===== src/rtl/gbmb_ram.sv =====
// ----------------------------------------------------------------------------
// gbmb_ram
// Single-port synchronous RAM with registered read data.
// ----------------------------------------------------------------------------
module gbmb_ram #(
    parameter int WIDTH = 8,
    parameter int DEPTH = 16
) (
    input  logic                     i_clk,
    input  logic                     i_we,
    input  logic [$clog2(DEPTH)-1:0] i_addr,
    input  logic [WIDTH-1:0]         i_wdata,
    output logic [WIDTH-1:0]         o_rdata
);

    logic [WIDTH-1:0] r_mem [DEPTH];
    logic [WIDTH-1:0] r_rdata;

    // write, then register the read
    always_ff @(posedge i_clk) begin
        if (i_we) begin
            r_mem[i_addr] <= i_wdata;
        end
        r_rdata <= r_mem[i_addr];
    end

    assign o_rdata = r_rdata;

endmodule


===== config.mk =====
export PLATFORM = sky130hd
export DESIGN_NAME = gbmb_ram
export DESIGN_NICKNAME = d
export VERILOG_FILES = /design/src/rtl/gbmb_ram.sv
export SDC_FILE = /design/constraint.sdc
export NUM_CORES = 1
export LEC_CHECK = 0
export BUFFER_PORTS_ARGS = -buffer_cell sky130_fd_sc_hd__buf_2
export CORE_MARGIN = 1.5
export CORE_UTILIZATION = 45
export CTS_CLUSTER_SIZE = 25
export DETAILED_ROUTE_END_ITERATION = 7
export HOLD_SLACK_MARGIN = 0.12
export PLACE_DENSITY = 0.68
export SYNTH_ARGS = -nofsm -noshare
export SYNTH_HDL_FRONTEND = slang
export SYNTH_SLANG_ARGS = --single-unit

===== constraint.sdc =====
create_clock -name i_clk -period 2.1 [get_ports i_clk]
set_clock_uncertainty 0.1 [all_clocks]
set_input_delay 0.315 -clock i_clk [delete_from_list [all_inputs] [get_ports i_clk]]
set_output_delay 0.315 -clock i_clk [all_outputs]
set_load 0.05 [all_outputs]

==> flow_metrics.tcl <==
set metrics [dict create \
    drive_gt1_frac 0.354 \
    crit_path_max_incr_delay_ns 0.31 \
    cp_top_family "flip-flops" \
    min_period_ns 1.51 \
    p_int_uw 4990 \
    crit_fanout 1 \
    hpwl_um 5970 \
    crit_end "o_rdata[6]" \
    fp.dieArea_um2 11900 \
    slew_violations 0 \
    reg2reg_depth 3 \
    syn_to_final_growth_pct 21.6 \
    pwr-share-seq 0.483 \
    clock_path_buffers 2 \
    final.fill_count 804 \
    switching_share 0.211 \
    synthCells 230 \
    antenna_found_initial 0 \
    die_height_um 109 \
    rows 38 \
    syn_area_per_cell_um2 22.0 \
    comb_power_share 0.057 \
    crit_chain "buf_2" \
    rrSetupSlack_ns 0.64 \
    dieWidth_um 109 \
    fin_crit_sh 0.720 \
    htreeDepth 4 \
    drtIter0Drc 239 \
    final_net_count 303 \
    p_leak_uw 0.00206 \
    start_util 0.465 \
    cts_resized 0 \
    crit_required_ns 1.68 \
    critPathLaunch "o_rdata[6]" \
    final_area_um2 6160 \
    setup_tns_ns 0 \
    postRouteAntennaNets 0 \
    ys_types 18 \
    powerDensity_nw_per_um2 1030 \
    drt_wl_total_um 9740 \
    multi_input_area_um2 1000 \
    pin_count 22 \
    synth_nets 244 \
    cts_buffers 17 \
    core-area_um2 10900 \
    finalHoldViolations 0 \
    cts_tree "built" \
    synth_seq_cells 136 \
    synth_area_um2 5070 \
    placed_area_um2 5490 \
    grt_max_degree 22 \
    wl_per_cell_um 22.0 \
    drv_cap 0 \
    gp_congestion 0.761 \
    outcome "completed" \
    worst_r2r_endpoint "o_rdata[6]" \
    p_clk_frac 0.460 \
    crit_type "flip-flop to output port" \
    max-vdd-ir-drop_mv 0.560 \
    grt_pass1_wl_um 15000 \
    diodes 0 \
    setup_violations 0 \
    track_usage 0.184 \
    crit_cells 1 \
    cp_slowest_cell "dfxtp_1" \
    firstDrtPassIters 5 \
    relSlewSlack 0.501 \
    seq_area_frac_synth 0.790 \
    regArea_um2 4000 \
    fmax_mhz 662 \
    drcViolationCount 0 \
    tightest_slew_ns 0.747 \
    yosys_warnings 0 \
    clk_pin_slew_ns 0.06 \
    rsz0062_at_grt "no" \
    grt.overflow.total 0 \
    crit_path_end_kind "output port" \
    vias 2485 \
    numClockSinks 136 \
    start_kind "flip-flop" \
    critPathBufInv 1 \
    worstPathArrival_ns 1.10 \
    r2r-start "r_mem[2][6]" \
    worstSkewPairLatency_ns 0.51 \
    cts-root-buf "clkbuf_8" \
    switchingPower_uw 1330 \
    min_path_type "primary input to flip-flop" \
    port_buffers 21 \
    grt_pass1_vias 2628 \
    viasPerCell 5.62 \
]
-- placed cells by master (no fill, tap or decap) --
cell           synthesis  routed
a22oi_1               16      16
and2_1                 1       1
buf_12                 0       3
buf_2                  2      21
buf_4                  0      19
bufinv_16              0       3
clkbuf_1               2       1
clkbuf_16              0      16
clkbuf_8               0       1
clkinv_2               0       3
clkinv_4               0       2
clkinvlp_4             0       3
dfxtp_1                8       8
dlygate4sd3_1          0       8
edfxtp_1             128     128
inv_6                  0       3
mux4_2                32      32
nand2_1                9       9
nand2b_1               2       2
nand3_1                1       1
nand3b_1               2       2
nor2_1                13      13
nor2b_1                2       2
nor3_1                 4       4
or3b_2                 1       1
-- synthesized netlist by cell type --
library cell	number	share of area
edfxtp_1	128	0.76
mux4_2	32	0.14
a22oi_1	16	0.024
nor2_1	13	0.0096
nand2_1	9	0.0067
dfxtp_1	8	0.032
buf_1	4	0.0030
nor3_1	4	0.0040
buf_2	2	0.0020
buf_6	2	0.0044
clkbuf_1	2	0.0015
nand2b_1	2	0.0025
nand3b_1	2	0.0030
nor2b_1	2	0.0025
and2_1	1	0.0012
clkbuf_2	1	0.00099
nand3_1	1	0.00099
or3b_2	1	0.0017
-- flip-flops by register name, indices dropped and copies added (netlist names) --
signal / cells
o_rdata: 8
r_mem: 128
-- logic make-up (layout without fill, tap and decap cells) --
logic type / count (synthesis) / in the layout / synth area share
DFF: 136 / 136 / 0.790
muxes: 32 / 32 / 0.142
buffers and inverters: 11 / 83 / 0.0119
AOI/OAI and AO/OA: 16 / 16 / 0.0237
and+or+nand+nor: 35 / 35 / 0.0321
-- stage by stage --
stage	total power (uW)	hold WS (ns)	util	cells	setup slack, ns
2_1_floorplan	3320	0.314	-	230	0.192
3_3_place_gp	3450	0.556	0.504	402	0.265
3_5_place_dp	3460	0.565	0.504	402	0.242
4_1_cts	6370	0.361	0.566	442	0.570
5_1_grt	6510	0.386	0.566	442	0.541
6_report	6320	0.372	0.566	442	0.589
-- tightest hold or removal path: cells and delay by family --
family	cells	cell delay, ns
buf+inv	2	0.34
simple gates	2	0.19
compound gates	1	0.10
-- per-layer routing --
metal,part of all wire,wire (um),track usage
met5,0,0,0
met1,0.42,4090,0.237
met4,0.017,165,0.0808
met3,0.051,498,0.0502
met2,0.51,4990,0.296
-- what timing repair did --
item	CTS	global route
hold buffers	8	0
setup buffers	0	0
endpoints found under the hold margin	128	0
endpoints found under the setup margin	0	0
-- area by class of cell --
class                   instances  share of cell area
flip-flops and latches        136               0.650
multi-input cells              83               0.163
clock buffers                  18              0.0678
repair buffers                 51              0.0630
well taps                     140              0.0284
clock inverters                14              0.0278
-- how the worst min path moves through the flow --
stage	from	end	slack [ns]	depth (start not counted)
2_1_floorplan	i_wdata[0]	r_mem[0][0]	0.31	0
6_report	i_addr[2]	o_rdata[7]	0.37	5
3_5_place_dp	r_mem[14][6]	o_rdata[6]	0.56	3
5_1_grt	i_we	r_mem[7][5]	0.39	4
3_3_place_gp	r_mem[15][7]	o_rdata[7]	0.56	3
4_1_cts	i_addr[2]	o_rdata[0]	0.36	5
-- power by group through the flow --
stage,logic (uW),clock network [uW],registers [uW]
after global routing,387,3070,3060
after floorplan,156,0,3170
final,361,2910,3050
after detailed placement,353,0,3110
after global placement,346,0,3100
after CTS,366,2950,3050
(Power assumes the default switching activity.)
